==> src/ogsl_pkg.sv <==
// ----------------------------------------------------------------------------
// ogsl_pkg: shared types and constants of the obstacle guard steer limiter
// Fixed widths, register indexes, guard constants and the command and status
// records that pass between the controller and the datapath.
// ----------------------------------------------------------------------------
package ogsl_pkg;

    // Field widths.
    localparam int MM_W      = 13;
    localparam int HEAD_W    = 12;
    localparam int STEER_W   = 11;
    localparam int SPEED_W   = 11;
    localparam int CFG_IDX_W = 3;
    localparam int CFG_DAT_W = 13;

    // Guard geometry in millimeters.
    localparam logic [MM_W-1:0] FAR_MM  = 13'd4000;
    localparam logic [MM_W-1:0] CRIT_MM = 13'd200;

    // Closeness is a Q10 quotient, one bit per divider iteration.
    localparam int DIV_STEPS = 10;
    localparam int CNT_W     = $clog2(DIV_STEPS);

    // Configuration register indexes.
    localparam logic [CFG_IDX_W-1:0] CFG_ENTER_CENTER   = 3'd0;
    localparam logic [CFG_IDX_W-1:0] CFG_RELEASE_CENTER = 3'd1;
    localparam logic [CFG_IDX_W-1:0] CFG_RELEASE_SIDE   = 3'd2;
    localparam logic [CFG_IDX_W-1:0] CFG_SIDE_DELTA     = 3'd3;
    localparam logic [CFG_IDX_W-1:0] CFG_MIN_STEER      = 3'd4;
    localparam logic [CFG_IDX_W-1:0] CFG_MAX_STEER      = 3'd5;
    localparam logic [CFG_IDX_W-1:0] CFG_STEER_STEP     = 3'd6;
    localparam logic [CFG_IDX_W-1:0] CFG_SPEED_STEP     = 3'd7;

    // Commands from the controller to the datapath, at most one per cycle.
    typedef struct packed {
        logic load;
        logic prep;
        logic div_step;
        logic mul;
        logic limit;
        logic commit;
    } t_dp_cmd;

    // Status from the datapath, valid from the first divider cycle on.
    typedef struct packed {
        logic div_bypass;
    } t_dp_stat;

endpackage

==> src/ogsl_if.sv <==
// ----------------------------------------------------------------------------
// ogsl channel interfaces
// Input word, result word and configuration write channels, each with a
// valid/ready handshake and a source and a sink modport.
// ----------------------------------------------------------------------------
interface ogsl_in_if;
    logic               valid;
    logic               ready;
    logic [12:0]        left_mm;
    logic [12:0]        ctr_dist;
    logic [12:0]        rgt_dist;
    logic               left_ok;
    logic               center_ok;
    logic               right_ok;
    logic signed [11:0] target_heading;
    logic signed [10:0] proposed_steer;
    logic [10:0]        proposed_speed;
    logic               model_ok;

    modport source (
        output valid, left_mm, ctr_dist, rgt_dist, left_ok, center_ok, right_ok,
               target_heading, proposed_steer, proposed_speed, model_ok,
        input  ready
    );
    modport sink (
        input  valid, left_mm, ctr_dist, rgt_dist, left_ok, center_ok, right_ok,
               target_heading, proposed_steer, proposed_speed, model_ok,
        output ready
    );
endinterface

interface ogsl_out_if;
    logic               valid;
    logic               ready;
    logic signed [10:0] steer_out;
    logic [10:0]        speed_out;
    logic               blocked;
    logic               fallback;

    modport source (
        output valid, steer_out, speed_out, blocked, fallback,
        input  ready
    );
    modport sink (
        input  valid, steer_out, speed_out, blocked, fallback,
        output ready
    );
endinterface

interface ogsl_cfg_if;
    logic        valid;
    logic        ready;
    logic [2:0]  index;
    logic [12:0] data;

    modport source (
        output valid, index, data,
        input  ready
    );
    modport sink (
        input  valid, index, data,
        output ready
    );
endinterface

==> src/ogsl_ctrl.sv <==
// ----------------------------------------------------------------------------
// ogsl_ctrl: sequencer of the obstacle guard steer limiter
// Steps one word through prepare, divide, multiply, limit and commit, and
// owns the valid bit of the result register.
// ----------------------------------------------------------------------------
module ogsl_ctrl
    import ogsl_pkg::*;
(
    input  logic     i_clk,
    input  logic     i_rst_n,
    input  logic     i_in_valid,
    output logic     o_in_ready,
    output logic     o_out_valid,
    input  logic     i_out_ready,
    output t_dp_cmd  o_cmd,
    input  t_dp_stat i_stat
);

    localparam logic [2:0] ST_IDLE   = 3'd0;
    localparam logic [2:0] ST_PREP   = 3'd1;
    localparam logic [2:0] ST_DIV    = 3'd2;
    localparam logic [2:0] ST_MUL    = 3'd3;
    localparam logic [2:0] ST_LIMIT  = 3'd4;
    localparam logic [2:0] ST_COMMIT = 3'd5;

    localparam logic [CNT_W-1:0] CNT_LAST = CNT_W'(DIV_STEPS - 1);

    logic [2:0]       r_state, n_state;
    logic [CNT_W-1:0] r_cnt, n_cnt;
    logic             r_out_valid, n_out_valid;
    logic             out_free;

    assign out_free    = !r_out_valid || i_out_ready;
    assign o_in_ready  = (r_state == ST_IDLE);
    assign o_out_valid = r_out_valid;

    always_comb begin
        n_state     = r_state;
        n_cnt       = r_cnt;
        n_out_valid = r_out_valid && !i_out_ready;
        o_cmd       = '0;
        unique case (r_state)
            ST_IDLE: begin
                if (i_in_valid) begin
                    o_cmd.load = 1'b1;
                    n_state    = ST_PREP;
                end
            end
            ST_PREP: begin
                o_cmd.prep = 1'b1;
                n_cnt      = '0;
                n_state    = ST_DIV;
            end
            ST_DIV: begin
                if (i_stat.div_bypass) begin
                    n_state = ST_MUL;
                end else begin
                    o_cmd.div_step = 1'b1;
                    n_cnt          = r_cnt + 1'b1;
                    if (r_cnt == CNT_LAST) begin
                        n_state = ST_MUL;
                    end
                end
            end
            ST_MUL: begin
                o_cmd.mul = 1'b1;
                n_state   = ST_LIMIT;
            end
            ST_LIMIT: begin
                o_cmd.limit = 1'b1;
                n_state     = ST_COMMIT;
            end
            ST_COMMIT: begin
                if (out_free) begin
                    o_cmd.commit = 1'b1;
                    n_out_valid  = 1'b1;
                    n_state      = ST_IDLE;
                end
            end
            default: begin
                n_state = ST_IDLE;
            end
        endcase
    end

    always_ff @(posedge i_clk) begin
        if (!i_rst_n) begin
            r_state     <= ST_IDLE;
            r_cnt       <= '0;
            r_out_valid <= 1'b0;
        end else begin
            r_state     <= n_state;
            r_cnt       <= n_cnt;
            r_out_valid <= n_out_valid;
        end
    end

`ifndef SYNTHESIS
    a_accept_starts: assert property (@(posedge i_clk) disable iff (!i_rst_n)
        (i_in_valid && o_in_ready) |=> (r_state == ST_PREP))
        else $error("accepted word did not start preparation");
    a_commit_free: assert property (@(posedge i_clk) disable iff (!i_rst_n)
        o_cmd.commit |-> (!r_out_valid || i_out_ready))
        else $error("commit would overwrite a pending result");
    a_commit_valid: assert property (@(posedge i_clk) disable iff (!i_rst_n)
        o_cmd.commit |=> r_out_valid)
        else $error("committed result not presented");
    a_div_count: assert property (@(posedge i_clk) disable iff (!i_rst_n)
        (r_state == ST_DIV) |-> (r_cnt <= CNT_LAST))
        else $error("divider count out of range");
`endif

endmodule

==> src/ogsl_dp.sv <==
// ----------------------------------------------------------------------------
// ogsl_dp: datapath of the obstacle guard steer limiter
// Configuration registers, avoid side latch, closeness divider, floor and
// cap products, deadband, slew limiters and the result register.
// ----------------------------------------------------------------------------
module ogsl_dp
    import ogsl_pkg::*;
(
    input  logic                        i_clk,
    input  logic                        i_rst_n,
    input  t_dp_cmd                     i_cmd,
    output t_dp_stat                    o_stat,
    input  logic                        i_cfg_we,
    input  logic [CFG_IDX_W-1:0]        i_cfg_idx,
    input  logic [CFG_DAT_W-1:0]        i_cfg_data,
    input  logic [MM_W-1:0]             i_left_mm,
    input  logic [MM_W-1:0]             i_ctr_dist,
    input  logic [MM_W-1:0]             i_rgt_dist,
    input  logic                        i_left_ok,
    input  logic                        i_center_ok,
    input  logic                        i_right_ok,
    input  logic signed [HEAD_W-1:0]    i_heading,
    input  logic signed [STEER_W-1:0]   i_steer,
    input  logic [SPEED_W-1:0]          i_speed,
    input  logic                        i_model_ok,
    output logic signed [STEER_W-1:0]   o_steer,
    output logic [SPEED_W-1:0]          o_speed,
    output logic                        o_blocked,
    output logic                        o_fallback
);

    localparam logic [1:0] SIDE_NONE  = 2'd0;
    localparam logic [1:0] SIDE_RIGHT = 2'd1;
    localparam logic [1:0] SIDE_LEFT  = 2'd2;

    // Configuration.
    logic [MM_W-1:0] r_enter, r_rel_c, r_rel_s, r_delta;
    logic [9:0]      r_min_st, r_max_st, r_st_lim;
    logic [10:0]     r_sp_lim;

    // State carried between words.
    logic [1:0]                 r_side;
    logic signed [STEER_W-1:0]  r_held_steer;
    logic [SPEED_W-1:0]         r_held_speed;

    // Captured word.
    logic [MM_W-1:0]            r_left, r_center, r_right, r_minmm;
    logic signed [HEAD_W-1:0]   r_heading;
    logic signed [STEER_W-1:0]  r_steer;
    logic [SPEED_W-1:0]         r_speed;
    logic                       r_fb;

    // Guard and divider.
    logic            r_guard, r_close_full;
    logic [MM_W-1:0] r_den, r_rem;
    logic [9:0]      r_quo;

    // Products and limited targets.
    logic signed [22:0]         r_pspan;
    logic [18:0]                r_pcap;
    logic signed [STEER_W-1:0]  r_lim_steer;
    logic [SPEED_W-1:0]         r_lim_speed;

    // Result register.
    logic signed [STEER_W-1:0]  r_o_steer;
    logic [SPEED_W-1:0]         r_o_speed;
    logic                       r_o_blocked, r_o_fb;

    assign o_steer    = r_o_steer;
    assign o_speed    = r_o_speed;
    assign o_blocked  = r_o_blocked;
    assign o_fallback = r_o_fb;
    assign o_stat.div_bypass = r_fb || !r_guard || r_close_full;

    // ---------------- load: decode the word ----------------
    logic [MM_W-1:0]           ld_left, ld_center, ld_right, ld_min;
    logic signed [STEER_W-1:0] ld_steer;
    logic [SPEED_W-1:0]        ld_speed;

    always_comb begin
        ld_left   = i_left_ok   ? i_left_mm  : FAR_MM;
        ld_center = i_center_ok ? i_ctr_dist : FAR_MM;
        ld_right  = i_right_ok  ? i_rgt_dist : FAR_MM;
        ld_min    = FAR_MM;
        if (i_left_ok && (i_left_mm < ld_min)) begin
            ld_min = i_left_mm;
        end
        if (i_center_ok && (i_ctr_dist < ld_min)) begin
            ld_min = i_ctr_dist;
        end
        if (i_right_ok && (i_rgt_dist < ld_min)) begin
            ld_min = i_rgt_dist;
        end
        priority if (i_steer > 11'sd900) begin
            ld_steer = 11'sd900;
        end else if (i_steer < -11'sd900) begin
            ld_steer = -11'sd900;
        end else begin
            ld_steer = i_steer;
        end
        ld_speed = (i_speed > 11'd1024) ? 11'd1024 : i_speed;
    end

    // ---------------- prep: release, side choice, divider setup ----------------
    logic              pr_release, pr_guard, pr_full;
    logic [1:0]        pr_side;
    logic signed [13:0] pr_rl, pr_lr, pr_delta, pr_den;
    logic signed [11:0] pr_held;
    logic signed [12:0] pr_head;
    logic [11:0]       pr_held_abs;
    logic [12:0]       pr_head_abs;
    logic [MM_W-1:0]   pr_num;

    always_comb begin
        pr_release = (r_side != SIDE_NONE) && (r_center >= r_rel_c) &&
                     (r_left >= r_rel_s) && (r_right >= r_rel_s);
        pr_side    = pr_release ? SIDE_NONE : r_side;
        pr_guard   = r_center < r_enter;
        pr_rl      = $signed({1'b0, r_right}) - $signed({1'b0, r_left});
        pr_lr      = -pr_rl;
        pr_delta   = $signed({1'b0, r_delta});
        pr_held    = {r_held_steer[STEER_W-1], r_held_steer};
        pr_held_abs = pr_held[11] ? 12'(-pr_held) : 12'(pr_held);
        pr_head    = {r_heading[HEAD_W-1], r_heading};
        pr_head_abs = pr_head[12] ? 13'(-pr_head) : 13'(pr_head);
        if (pr_guard && (pr_side == SIDE_NONE)) begin
            priority if (pr_rl > pr_delta) begin
                pr_side = SIDE_RIGHT;
            end else if (pr_lr > pr_delta) begin
                pr_side = SIDE_LEFT;
            end else if (pr_held_abs >= 12'd50) begin
                pr_side = pr_held[11] ? SIDE_LEFT : SIDE_RIGHT;
            end else if (pr_head_abs >= 13'd50) begin
                pr_side = pr_head[12] ? SIDE_LEFT : SIDE_RIGHT;
            end else begin
                pr_side = SIDE_RIGHT;
            end
        end
        pr_den  = $signed({1'b0, r_enter}) - $signed({1'b0, CRIT_MM});
        pr_num  = r_enter - r_center;
        pr_full = (pr_den <= 14'sd0) || ($signed({1'b0, pr_num}) >= pr_den);
    end

    // ---------------- divider step: one quotient bit ----------------
    logic [MM_W:0] dv_rem2, dv_diff;
    logic          dv_bit;

    always_comb begin
        dv_rem2 = {r_rem, 1'b0};
        dv_bit  = dv_rem2 >= {1'b0, r_den};
        dv_diff = dv_rem2 - {1'b0, r_den};
    end

    // ---------------- multiply ----------------
    logic [10:0]        mu_close;
    logic signed [10:0] mu_span;

    always_comb begin
        mu_close = r_close_full ? 11'd1024 : {1'b0, r_quo};
        mu_span  = $signed({1'b0, r_max_st}) - $signed({1'b0, r_min_st});
    end

    // ---------------- limit: floor, cap, deadband ----------------
    logic               li_neg;
    logic [22:0]        li_mag;
    logic [12:0]        li_q;
    logic signed [13:0] li_floor_raw;
    logic signed [11:0] li_floor;
    logic [19:0]        li_capsum;
    logic [10:0]        li_cap;
    logic signed [11:0] li_steer;
    logic [SPEED_W-1:0] li_speed;
    logic [11:0]        li_steer_abs;
    logic [12:0]        li_head_abs;
    logic signed [12:0] li_head;

    always_comb begin
        li_neg = r_pspan[22];
        li_mag = li_neg ? 23'(-r_pspan) : 23'(r_pspan);
        li_q   = li_mag[22:10];
        li_floor_raw = $signed({4'b0, r_min_st}) +
                       (li_neg ? -$signed({1'b0, li_q}) : $signed({1'b0, li_q}));
        priority if (li_floor_raw < 14'sd0) begin
            li_floor = 12'sd0;
        end else if (li_floor_raw > 14'sd900) begin
            li_floor = 12'sd900;
        end else begin
            li_floor = 12'(li_floor_raw);
        end
        li_capsum = {1'b0, r_pcap} + 20'd512;
        li_cap    = 11'd614 - {1'b0, li_capsum[19:10]};
        li_steer  = {r_steer[STEER_W-1], r_steer};
        li_speed  = r_speed;
        if (r_guard) begin
            if ((r_side == SIDE_RIGHT) && (li_steer < li_floor)) begin
                li_steer = li_floor;
            end else if ((r_side == SIDE_LEFT) && (li_steer > -li_floor)) begin
                li_steer = -li_floor;
            end
            if (li_speed > li_cap) begin
                li_speed = li_cap;
            end
        end
        li_head      = {r_heading[HEAD_W-1], r_heading};
        li_head_abs  = li_head[12] ? 13'(-li_head) : 13'(li_head);
        li_steer_abs = li_steer[11] ? 12'(-li_steer) : 12'(li_steer);
        if ((r_minmm >= 13'd850) && (li_head_abs < 13'd10) && (li_steer_abs < 12'd150)) begin
            li_steer = 12'sd0;
        end
    end

    // ---------------- commit: slew limiters ----------------
    logic signed [12:0] cm_ds, cm_slim, cm_st;
    logic signed [12:0] cm_dp, cm_plim, cm_sp;

    always_comb begin
        cm_ds   = $signed({{2{r_lim_steer[STEER_W-1]}}, r_lim_steer}) -
                  $signed({{2{r_held_steer[STEER_W-1]}}, r_held_steer});
        cm_slim = $signed({3'b0, r_st_lim});
        priority if (cm_ds > cm_slim) begin
            cm_st = $signed({{2{r_held_steer[STEER_W-1]}}, r_held_steer}) + cm_slim;
        end else if (cm_ds < -cm_slim) begin
            cm_st = $signed({{2{r_held_steer[STEER_W-1]}}, r_held_steer}) - cm_slim;
        end else begin
            cm_st = $signed({{2{r_lim_steer[STEER_W-1]}}, r_lim_steer});
        end
        cm_dp   = $signed({2'b0, r_lim_speed}) - $signed({2'b0, r_held_speed});
        cm_plim = $signed({2'b0, r_sp_lim});
        priority if (cm_dp > cm_plim) begin
            cm_sp = $signed({2'b0, r_held_speed}) + cm_plim;
        end else if (cm_dp < -cm_plim) begin
            cm_sp = $signed({2'b0, r_held_speed}) - cm_plim;
        end else begin
            cm_sp = $signed({2'b0, r_lim_speed});
        end
    end

    // ---------------- control state ----------------
    always_ff @(posedge i_clk) begin
        if (!i_rst_n) begin
            r_enter      <= 13'd600;
            r_rel_c      <= 13'd900;
            r_rel_s      <= 13'd400;
            r_delta      <= 13'd100;
            r_min_st     <= 10'd200;
            r_max_st     <= 10'd450;
            r_st_lim     <= 10'd100;
            r_sp_lim     <= 11'd51;
            r_side       <= SIDE_NONE;
            r_held_steer <= '0;
            r_held_speed <= '0;
        end else begin
            if (i_cfg_we) begin
                unique case (i_cfg_idx)
                    CFG_ENTER_CENTER:   r_enter  <= i_cfg_data;
                    CFG_RELEASE_CENTER: r_rel_c  <= i_cfg_data;
                    CFG_RELEASE_SIDE:   r_rel_s  <= i_cfg_data;
                    CFG_SIDE_DELTA:     r_delta  <= i_cfg_data;
                    CFG_MIN_STEER:      r_min_st <= i_cfg_data[9:0];
                    CFG_MAX_STEER:      r_max_st <= i_cfg_data[9:0];
                    CFG_STEER_STEP:     r_st_lim <= i_cfg_data[9:0];
                    CFG_SPEED_STEP:     r_sp_lim <= i_cfg_data[10:0];
                    default: begin
                    end
                endcase
            end
            if (i_cmd.prep && !r_fb) begin
                r_side <= pr_side;
            end
            if (i_cmd.commit && !r_fb) begin
                r_held_steer <= STEER_W'(cm_st);
                r_held_speed <= SPEED_W'(cm_sp);
            end
        end
    end

    // ---------------- payload ----------------
    always_ff @(posedge i_clk) begin
        if (i_cmd.load) begin
            r_left    <= ld_left;
            r_center  <= ld_center;
            r_right   <= ld_right;
            r_minmm   <= ld_min;
            r_heading <= i_heading;
            r_steer   <= ld_steer;
            r_speed   <= ld_speed;
            r_fb      <= !i_model_ok || !(i_left_ok || i_center_ok || i_right_ok);
        end
        if (i_cmd.prep) begin
            r_guard      <= pr_guard;
            r_close_full <= pr_full;
            r_den        <= pr_den[MM_W-1:0];
            r_rem        <= pr_num;
            r_quo        <= '0;
        end
        if (i_cmd.div_step) begin
            r_rem <= dv_bit ? dv_diff[MM_W-1:0] : dv_rem2[MM_W-1:0];
            r_quo <= {r_quo[8:0], dv_bit};
        end
        if (i_cmd.mul) begin
            r_pspan <= 23'($signed({1'b0, mu_close})) * 23'(mu_span);
            r_pcap  <= 19'(mu_close) * 19'd307;
        end
        if (i_cmd.limit) begin
            r_lim_steer <= STEER_W'(li_steer);
            r_lim_speed <= li_speed;
        end
        if (i_cmd.commit) begin
            if (r_fb) begin
                r_o_steer   <= r_held_steer;
                r_o_speed   <= '0;
                r_o_blocked <= 1'b1;
                r_o_fb      <= 1'b1;
            end else begin
                r_o_steer   <= STEER_W'(cm_st);
                r_o_speed   <= SPEED_W'(cm_sp);
                r_o_blocked <= cm_sp <= 13'sd10;
                r_o_fb      <= 1'b0;
            end
        end
    end

endmodule

==> src/obstacle_guard_steer_limiter.sv <==
// ----------------------------------------------------------------------------
// obstacle_guard_steer_limiter: top level
// Guards a planner's steer and speed against a near front obstacle and slew
// limits both against the values held from the previous control step.
// ----------------------------------------------------------------------------
// Each accepted word yields exactly one result word and is stepped through
// load, prepare, divide, multiply, limit and commit. The divider works only
// when the guard is active and the obstacle lies between the critical
// distance and the enter distance: the closeness quotient then comes from a
// restoring divider that produces one of its 10 bits per cycle. The result
// register decouples the two sides, so the next word is accepted while a
// result still waits; only the final commit cycle stalls when the previous
// result has not yet been taken. Configuration writes are accepted in every
// cycle and must only be issued while no word is in flight.
// ----------------------------------------------------------------------------
module obstacle_guard_steer_limiter
    import ogsl_pkg::*;
(
    input  logic       i_clk,
    input  logic       i_rst_n,
    ogsl_in_if.sink    i_in,
    ogsl_out_if.source o_out,
    ogsl_cfg_if.sink   i_cfg
);

    t_dp_cmd  cmd;
    t_dp_stat stat;

    // Configuration registers live in the datapath and take a write at once.
    assign i_cfg.ready = 1'b1;

    // The controller sequences one word at a time through the datapath.
    ogsl_ctrl u_ctrl (
        .i_clk       (i_clk),
        .i_rst_n     (i_rst_n),
        .i_in_valid  (i_in.valid),
        .o_in_ready  (i_in.ready),
        .o_out_valid (o_out.valid),
        .i_out_ready (o_out.ready),
        .o_cmd       (cmd),
        .i_stat      (stat)
    );

    // The datapath holds the avoid side latch, the held steer and speed, the
    // closeness divider and the result register.
    ogsl_dp u_dp (
        .i_clk       (i_clk),
        .i_rst_n     (i_rst_n),
        .i_cmd       (cmd),
        .o_stat      (stat),
        .i_cfg_we    (i_cfg.valid),
        .i_cfg_idx   (i_cfg.index),
        .i_cfg_data  (i_cfg.data),
        .i_left_mm   (i_in.left_mm),
        .i_ctr_dist  (i_in.ctr_dist),
        .i_rgt_dist  (i_in.rgt_dist),
        .i_left_ok   (i_in.left_ok),
        .i_center_ok (i_in.center_ok),
        .i_right_ok  (i_in.right_ok),
        .i_heading   (i_in.target_heading),
        .i_steer     (i_in.proposed_steer),
        .i_speed     (i_in.proposed_speed),
        .i_model_ok  (i_in.model_ok),
        .o_steer     (o_out.steer_out),
        .o_speed     (o_out.speed_out),
        .o_blocked   (o_out.blocked),
        .o_fallback  (o_out.fallback)
    );

endmodule

==> src/flat_wrapper.sv <==
// flat-port wrapper written by rule: the top's interface ports become plain ports
module obstacle_guard_steer_limiter_flat import ogsl_pkg::*;
  (i_clk, i_rst_n, i_in_valid, i_in_left_mm, i_in_ctr_dist, i_in_rgt_dist, i_in_left_ok, i_in_center_ok, i_in_right_ok, i_in_target_heading, i_in_proposed_steer, i_in_proposed_speed, i_in_model_ok, i_in_ready, o_out_valid, o_out_steer_out, o_out_speed_out, o_out_blocked, o_out_fallback, o_out_ready, i_cfg_valid, i_cfg_index, i_cfg_data, i_cfg_ready);
  ogsl_in_if i_in_i ();
  ogsl_out_if o_out_i ();
  ogsl_cfg_if i_cfg_i ();
  input  logic i_clk;
  input  logic i_rst_n;
  input wire logic [$bits(i_in_i.valid)-1:0] i_in_valid;
  input wire logic [$bits(i_in_i.left_mm)-1:0] i_in_left_mm;
  input wire logic [$bits(i_in_i.ctr_dist)-1:0] i_in_ctr_dist;
  input wire logic [$bits(i_in_i.rgt_dist)-1:0] i_in_rgt_dist;
  input wire logic [$bits(i_in_i.left_ok)-1:0] i_in_left_ok;
  input wire logic [$bits(i_in_i.center_ok)-1:0] i_in_center_ok;
  input wire logic [$bits(i_in_i.right_ok)-1:0] i_in_right_ok;
  input wire logic [$bits(i_in_i.target_heading)-1:0] i_in_target_heading;
  input wire logic [$bits(i_in_i.proposed_steer)-1:0] i_in_proposed_steer;
  input wire logic [$bits(i_in_i.proposed_speed)-1:0] i_in_proposed_speed;
  input wire logic [$bits(i_in_i.model_ok)-1:0] i_in_model_ok;
  output wire logic [$bits(i_in_i.ready)-1:0] i_in_ready;
  output wire logic [$bits(o_out_i.valid)-1:0] o_out_valid;
  output wire logic [$bits(o_out_i.steer_out)-1:0] o_out_steer_out;
  output wire logic [$bits(o_out_i.speed_out)-1:0] o_out_speed_out;
  output wire logic [$bits(o_out_i.blocked)-1:0] o_out_blocked;
  output wire logic [$bits(o_out_i.fallback)-1:0] o_out_fallback;
  input wire logic [$bits(o_out_i.ready)-1:0] o_out_ready;
  input wire logic [$bits(i_cfg_i.valid)-1:0] i_cfg_valid;
  input wire logic [$bits(i_cfg_i.index)-1:0] i_cfg_index;
  input wire logic [$bits(i_cfg_i.data)-1:0] i_cfg_data;
  output wire logic [$bits(i_cfg_i.ready)-1:0] i_cfg_ready;
  assign i_in_i.valid = i_in_valid;
  assign i_in_i.left_mm = i_in_left_mm;
  assign i_in_i.ctr_dist = i_in_ctr_dist;
  assign i_in_i.rgt_dist = i_in_rgt_dist;
  assign i_in_i.left_ok = i_in_left_ok;
  assign i_in_i.center_ok = i_in_center_ok;
  assign i_in_i.right_ok = i_in_right_ok;
  assign i_in_i.target_heading = i_in_target_heading;
  assign i_in_i.proposed_steer = i_in_proposed_steer;
  assign i_in_i.proposed_speed = i_in_proposed_speed;
  assign i_in_i.model_ok = i_in_model_ok;
  assign i_in_ready = i_in_i.ready;
  assign o_out_valid = o_out_i.valid;
  assign o_out_steer_out = o_out_i.steer_out;
  assign o_out_speed_out = o_out_i.speed_out;
  assign o_out_blocked = o_out_i.blocked;
  assign o_out_fallback = o_out_i.fallback;
  assign o_out_i.ready = o_out_ready;
  assign i_cfg_i.valid = i_cfg_valid;
  assign i_cfg_i.index = i_cfg_index;
  assign i_cfg_i.data = i_cfg_data;
  assign i_cfg_ready = i_cfg_i.ready;
  obstacle_guard_steer_limiter u_core (.i_clk(i_clk), .i_rst_n(i_rst_n), .i_in(i_in_i), .o_out(o_out_i), .i_cfg(i_cfg_i));
endmodule
==> config.mk <==
export PLATFORM = sky130hd
export DESIGN_NAME = obstacle_guard_steer_limiter_flat
export DESIGN_NICKNAME = d
export VERILOG_FILES = /design/src/ogsl_pkg.sv /design/src/ogsl_if.sv /design/src/ogsl_ctrl.sv /design/src/ogsl_dp.sv /design/src/obstacle_guard_steer_limiter.sv /design/src/flat_wrapper.sv
export SDC_FILE = /design/constraint.sdc
export NUM_CORES = 1
export LEC_CHECK = 0
export BUFFER_PORTS_ARGS = -buffer_cell sky130_fd_sc_hd__buf_2
export CAP_MARGIN = 20
export CORE_ASPECT_RATIO = 1.75
export CORE_UTILIZATION = 30
export CTS_BUF_LIST = sky130_fd_sc_hd__clkbuf_8 sky130_fd_sc_hd__clkbuf_16
export DETAILED_ROUTE_END_ITERATION = 10
export PLACE_DENSITY_LB_ADDON = 0.2
export SLEW_MARGIN = 5
export SYNTH_ARGS = -nofsm -noshare
export SYNTH_HDL_FRONTEND = slang
export SYNTH_HIERARCHICAL = 1
export SYNTH_SLANG_ARGS = --single-unit
==> constraint.sdc <==
create_clock -name i_clk -period 14.9 [get_ports i_clk]
set_input_delay 1.49 -clock i_clk [delete_from_list [all_inputs] [get_ports i_clk]]
set_output_delay 1.49 -clock i_clk [all_outputs]
set_load 0.005 [all_outputs]
==> impl_metrics.tcl, run 1 <==
set metrics [dict create \
    antenna_found_initial 16 \
    share_of_cells_above_drive_strength_1_pct 7.90 \
    grt_pass1_wl_mm 145 \
    achievable-frequency_mhz 92.9 \
    timing.final.hold_violations 0 \
    timing.final.crit_period_ns 10.77 \
    wl_mm 93.7 \
    timing.max_slew.rel_slack_pct 30.5 \
    drc 0 \
    grt.busiest_layer "met2" \
    area.growth.synth_to_final_pct 11.2 \
    utilization_pct 33.8 \
    timing.hold.worst.start "u_core/u_dp/r_delta[11]" \
    worstReg2RegStart "u_core/u_dp/r_pspan[22]" \
    groute.layer.met1.usage_pct 18.1 \
    critical_path_class "reg2reg" \
    clock_sinks 328 \
    setup_viol 0 \
    cts_tree "built" \
    floorplan.die_area_um2 103000 \
    floorplan.initialDensity_pct 30.4 \
    worst_clock_skew_ns 0.0248 \
    min-delay-path-class "reg2reg" \
    globalRouteMet3Util_pct 2.12 \
    period_share_pct 72.3 \
    grt_setup_unrepaired "no" \
    via_to_cell_ratio 5.04 \
    detailroute.via_count 25000 \
    primary_flip_flop_cell_chosen_by_synthesis_mapping "sky130_fd_sc_hd__edfxtp_1" \
    cell_count_after_synthesis 3500 \
    die_outline_width_um 243 \
    clkLatencyLatePin_ns 0.59 \
    post_drt_wl_per_cell_um 18.9 \
    rows 154 \
    numPortBuffers 123 \
    worst-path-max-fanout 16 \
    avgSynthCellArea_um2 8.74 \
    firstDrtPassIters 5 \
    worst_ir_drop_vdd_mv 0.0670 \
    htreeDepth 2 \
    drt_iter0_drc 1012 \
    detail-route-antenna-nets 0 \
    total_leakage_power_nw 14.7 \
    place.detailed.hpwl_mm 75.7 \
    pin_count 125 \
    yosys_register_bits 328 \
    worst_slew_pin_slew_ns 1.03 \
    cp_data_arrival_time_ns 11.09 \
    setup_total_negative_slack_ns 0 \
    yosys.cell_types.count 99 \
    p_per_area_nw_per_um2 99.8 \
    ctsResizeCount 0 \
    critical_path.n_buffers_inverters 6 \
    asyncSetResetFlopFracSynth_pct 0 \
    cts_hold_buf 0 \
    pin_count_of_the_biggest_net_entering_global_routing 95 \
    crit_path_start "u_core/u_dp/r_pspan[22]" \
    worst_path_max_stage_delay_ns 0.75 \
    yosysWarnings 6 \
    cts.root.buffer_cell "sky130_fd_sc_hd__clkbuf_16" \
    worstSetupStartpointType "register" \
    most_frequent_standard_cell_in_the_layout_excluding_fill_and_tap_cells "sky130_fd_sc_hd__inv_1" \
    grt_util_met2_pct 36.0 \
    crit_path_top_delay_cell "sky130_fd_sc_hd__o22ai_2" \
    whs_ns 0.467 \
    share_of_synthesized_area_occupied_by_flip_flops_and_latches_pct 28.1 \
    synth_enable_flop_cells 203 \
    path_delay_family "compound AO/OA/AOI/OAI gates" \
    grt_pass1_vias 25800 \
    status "completed" \
    placeableCoreArea_um2 101000 \
    design.final.nets 4247 \
    replace_congestion 0.938 \
    drv_cap 0 \
    data_required_time_at_the_worst_endpoint_ns 15.22 \
    clk_pin_slew_ns 0.06 \
    postCtsSetupBuffers 0 \
    die_height_um 424 \
    overflow 0 \
    worst_setup_path_end_kind "register" \
    grt_util_all_layers_pct 18.1 \
    cts_made_buffers 37 \
    synthesis.area_um2 30600 \
    mostFrequentLayoutCells "449 x sky130_fd_sc_hd__inv_1, 433 x sky130_fd_sc_hd__ha_1, 393 x sky130_fd_sc_hd__nand2_1, 255 x sky130_fd_sc_hd__nor2_1, 203 x sky130_fd_sc_hd__edfxtp_1" \
    timing_max_transition_violations_final 0 \
    max-clock-path-buffers 3 \
]
## flip-flops by register name, indices dropped and copies added, names as in the netlist, 12 cells and up
signal,cells
u_core/u_dp/r_center,13
u_core/u_dp/r_heading,12
u_core/u_dp/r_rem,13
u_core/u_dp/r_right,13
u_core/u_dp/r_rel_s,13
u_core/u_dp/r_pspan,23
u_core/u_dp/r_enter,13
u_core/u_dp/r_left,13
u_core/u_dp/r_den,13
u_core/u_dp/r_delta,13
u_core/u_dp/r_rel_c,13
u_core/u_dp/r_minmm,12
## worst min-delay path: cells and delay by family, from the launching register on
| family | cells | cell delay, ns |
|---|---|---|
| AO/OA/AOI/OAI | 1 | 0.06 |
| flip-flops | 1 | 0.31 |
| AND/OR/NAND/NOR | 1 | 0.05 |
## path summary, 6_finish.rpt
check,cells past startpoint,slack [ns],end
setup / recovery,42,4.13,u_core/u_dp/r_lim_steer[4]
hold reg to reg,2,0.47,u_core/u_dp/r_delta[11]
hold / removal,2,0.47,u_core/u_dp/r_delta[11]
setup reg to reg,42,4.13,u_core/u_dp/r_lim_steer[4]
## power breakdown
part	internal [mW]	switching, mW
Combinational	0.544	0.764
Clock	0.543	0.427
Sequential	1.07	0.0488
## cell usage after synthesis (all sizes together) (51+ instances only)
cell type | number | area (um^2)
a21boi | 86 | 657
a21oi | 177 | 886
and2 | 64 | 402
clkbuf | 88 | 343
dfxtp | 125 | 2500
edfxtp | 203 | 6100
fa | 113 | 2260
ha | 433 | 5420
inv | 441 | 1660
nand2 | 394 | 1480
nand2b | 51 | 319
nand3 | 62 | 310
nand4 | 58 | 384
nor2 | 264 | 1010
nor2b | 58 | 363
o21a | 60 | 450
o21ai | 164 | 821
xnor2 | 104 | 911
## layout make-up
type | count | area (um^2)
diodes | 4 | 10.0
clock buffers | 42 | 1010
clock inverters | 26 | 234
fillers | 10600 | 66700
inverters | 445 | 1670
multi-input cells | 2633 | 20000
flip-flops and latches | 328 | 8600
well taps | 1326 | 1660
repair buffers | 158 | 881
## stage by stage
step | cells | setup WS (ns) | instance area (um^2) | power [mW]
after global placement | 4888 | 4.29 | 32800 | 2.45
final | 4962 | 4.13 | 34000 | 3.39
after global routing | 4961 | 3.32 | 34000 | 3.65
after CTS | 4956 | 4.15 | 34000 | 3.45
after detailed placement | 4888 | 4.17 | 32800 | 2.45
after floorplan | 3504 | 6.26 | 30600 | 2.10
## layer usage
layer / wire (um) / part of all wire [%]
met3: 2560 / 2.7
met5: 93 / 0.099
met2: 51500 / 55
met4: 4770 / 5.1
met1: 34800 / 37
## kinds of logic after synthesis
kind of cell / after synthesis / synth area share [%]
simple gates: 1111 / 17.5
flops: 328 / 28.1
buf+inv: 543 / 6.83
mux: 27 / 0.912
xor+xnor: 149 / 4.26
fa+ha+maj: 546 / 25.1
compound gates: 794 / 17.3
other cells: 2 / 0.0245
Note: power is estimated with default switching activity, not from simulation.
==> inputs of run 2 (changes only) <==
==> constraint.sdc (replaced) <==
create_clock -name i_clk -period 9.6 [get_ports i_clk]
set_input_delay 0.96 -clock i_clk [delete_from_list [all_inputs] [get_ports i_clk]]
set_output_delay 0.96 -clock i_clk [all_outputs]
set_load 0.005 [all_outputs]
==> impl_metrics.tcl, run 2 (synthesis gave the netlist of run 1 again) <==
set metrics [dict create \
    die_height_um 424 \
    htreeDepth 2 \
    min-delay-path-class "reg2reg" \
    mostFrequentLayoutCells "444 x sky130_fd_sc_hd__inv_1, 431 x sky130_fd_sc_hd__ha_1, 393 x sky130_fd_sc_hd__nand2_1, 255 x sky130_fd_sc_hd__nor2_1, 203 x sky130_fd_sc_hd__edfxtp_1" \
    numPortBuffers 123 \
    most_frequent_standard_cell_in_the_layout_excluding_fill_and_tap_cells "sky130_fd_sc_hd__inv_1" \
    status "completed" \
    drt_iter0_drc 1053 \
    p_per_area_nw_per_um2 155 \
    clkLatencyLatePin_ns 0.61 \
    grt_util_all_layers_pct 18.0 \
    total_leakage_power_nw 14.7 \
    cts.root.buffer_cell "sky130_fd_sc_hd__clkbuf_16" \
    post_drt_wl_per_cell_um 18.8 \
    placeableCoreArea_um2 101000 \
    timing.final.hold_violations 0 \
    worst_slew_pin_slew_ns 1.05 \
    firstDrtPassIters 7 \
    cts_tree "built" \
    clk_pin_slew_ns 0.07 \
    share_of_cells_above_drive_strength_1_pct 8.71 \
    period_share_pct 93.4 \
    rows 154 \
    worst_clock_skew_ns 0.0354 \
    design_power_total_mw 5.32 \
    clock_sinks 328 \
    place.detailed.hpwl_mm 75.4 \
    drc 0 \
    layout.filler_cells 10500 \
    pin_count_of_the_biggest_net_entering_global_routing 71 \
    worst_setup_path_end_kind "register" \
    floorplan.die_area_um2 103000 \
    critical_path_class "reg2reg" \
    wl_mm 93.4 \
    max-clock-path-buffers 3 \
    worst-path-max-fanout 11 \
    grt_setup_unrepaired "no" \
    via_to_cell_ratio 5.01 \
    detail-route-antenna-nets 0 \
    whs_ns 0.467 \
    cp_data_arrival_time_ns 9.29 \
    worstSetupStartpointType "register" \
    worst_ir_drop_vdd_mv 0.131 \
    timing.final.crit_period_ns 8.97 \
    setup_viol 0 \
    grt_pass1_wl_mm 145 \
    grt_pass1_vias 25600 \
    detailroute.via_count 24900 \
    pin_count 125 \
    cts_made_buffers 38 \
    area.growth.synth_to_final_pct 12.0 \
    timing.max_slew.rel_slack_pct 29.5 \
    timing_max_transition_violations_final 0 \
    replace_congestion 0.894 \
    die_outline_width_um 243 \
    overflow 0 \
    max_flop_register "u_core/u_dp/r_pspan" \
    data_required_time_at_the_worst_endpoint_ns 9.92 \
    antenna_found_initial 18 \
    achievable-frequency_mhz 112 \
    crit_path_top_delay_cell "sky130_fd_sc_hd__or4_1" \
    worst_path_max_stage_delay_ns 0.53 \
    design.final.nets 4266 \
    setup_total_negative_slack_ns 0 \
    number_of_flip_flops_under_the_largest_register_name 23 \
    floorplan.initialDensity_pct 30.4 \
    utilization_pct 34.0 \
    drv_cap 0 \
    postCtsSetupBuffers 0 \
]
==> run 2: changes by cell type in the layout (fill, tap and decap cells not counted), moves of 3 or more <==
cell                        change
sky130_fd_sc_hd__inv_6          -3
sky130_fd_sc_hd__clkinv_2       +5
sky130_fd_sc_hd__inv_1          -5
sky130_fd_sc_hd__buf_4         +18
sky130_fd_sc_hd__clkinv_16      +3
==> run 2: path summary, 6_finish.rpt <==
check / from / end / slack [ns] / cells past startpoint
worst max register to register: u_core/u_dp/r_pspan[0] / u_core/u_dp/r_lim_steer[2] / 0.63 / 41
worst min-delay path: u_core/u_dp/r_rel_s[11] / u_core/u_dp/r_rel_s[11] / 0.47 / 2
worst max-delay path: u_core/u_dp/r_pspan[0] / u_core/u_dp/r_lim_steer[2] / 0.63 / 41
worst min register to register: u_core/u_dp/r_rel_s[11] / u_core/u_dp/r_rel_s[11] / 0.47 / 2
==> run 2: power by group <==
group | internal [mW] | switching, mW | total [mW]
Clock | 0.855 | 0.692 | 1.55
Combinational | 0.851 | 1.19 | 2.04
Sequential | 1.66 | 0.0746 | 1.73
Total | 3.36 | 1.95 | 5.32
==> run 2: repair_timing <==
| item | in CTS | in global routing |
|---|---|---|
| hold endpoints to repair | 0 | 0 |
| hold buffers | 0 | 0 |
| endpoints found under the setup margin | 0 | 11 |
| resized for setup | 0 | 15 |
==> run 2: routing by layer <==
| layer | wire, um | track usage (%) |
|---|---|---|
| met4 | 4580 | 8.39 |
| met3 | 3010 | 2.29 |
| met5 | 149 | 0 |
| met2 | 51300 | 35.6 |
| met1 | 34400 | 18.3 |
==> run 2: layout make-up <==
cell class | count | area, um^2 | share of cell area, %
Timing Repair Buffer | 176 | 1020 | 2.96
Multi-Input combinational cell | 2633 | 20000 | 58.4
Clock inverter | 28 | 302 | 0.880
Tap cell | 1326 | 1660 | 4.84
Clock buffer | 42 | 1010 | 2.94
Sequential cell | 328 | 8600 | 25.1
Inverter | 445 | 1670 | 4.87
Antenna cell | 4 | 10.0 | 0.0292
==> run 2: metrics by stage <==
| stage | cells | setup WS (ns) | cell area, um^2 |
|---|---|---|---|
| final | 4982 | 0.634 | 34300 |
| after global routing | 4979 | 0.0113 | 34300 |
| after CTS | 4976 | 0.218 | 34200 |
| after detailed placement | 4906 | 0.241 | 32900 |
| after global placement | 4906 | 0.303 | 32900 |
| after floorplan | 3504 | 0.959 | 30600 |
==> run 2: worst max-delay path: cells and delay by family (launching register included) <==
kind,cells,cell delay [ns]
buffers and inverters,4,0.52
AOI/OAI and AO/OA,20,4.00
adders and majority gates,5,1.38
and+or+nand+nor,9,1.78
xor gates and xnor gates,2,0.48
muxes,1,0.13
DFF,1,0.40
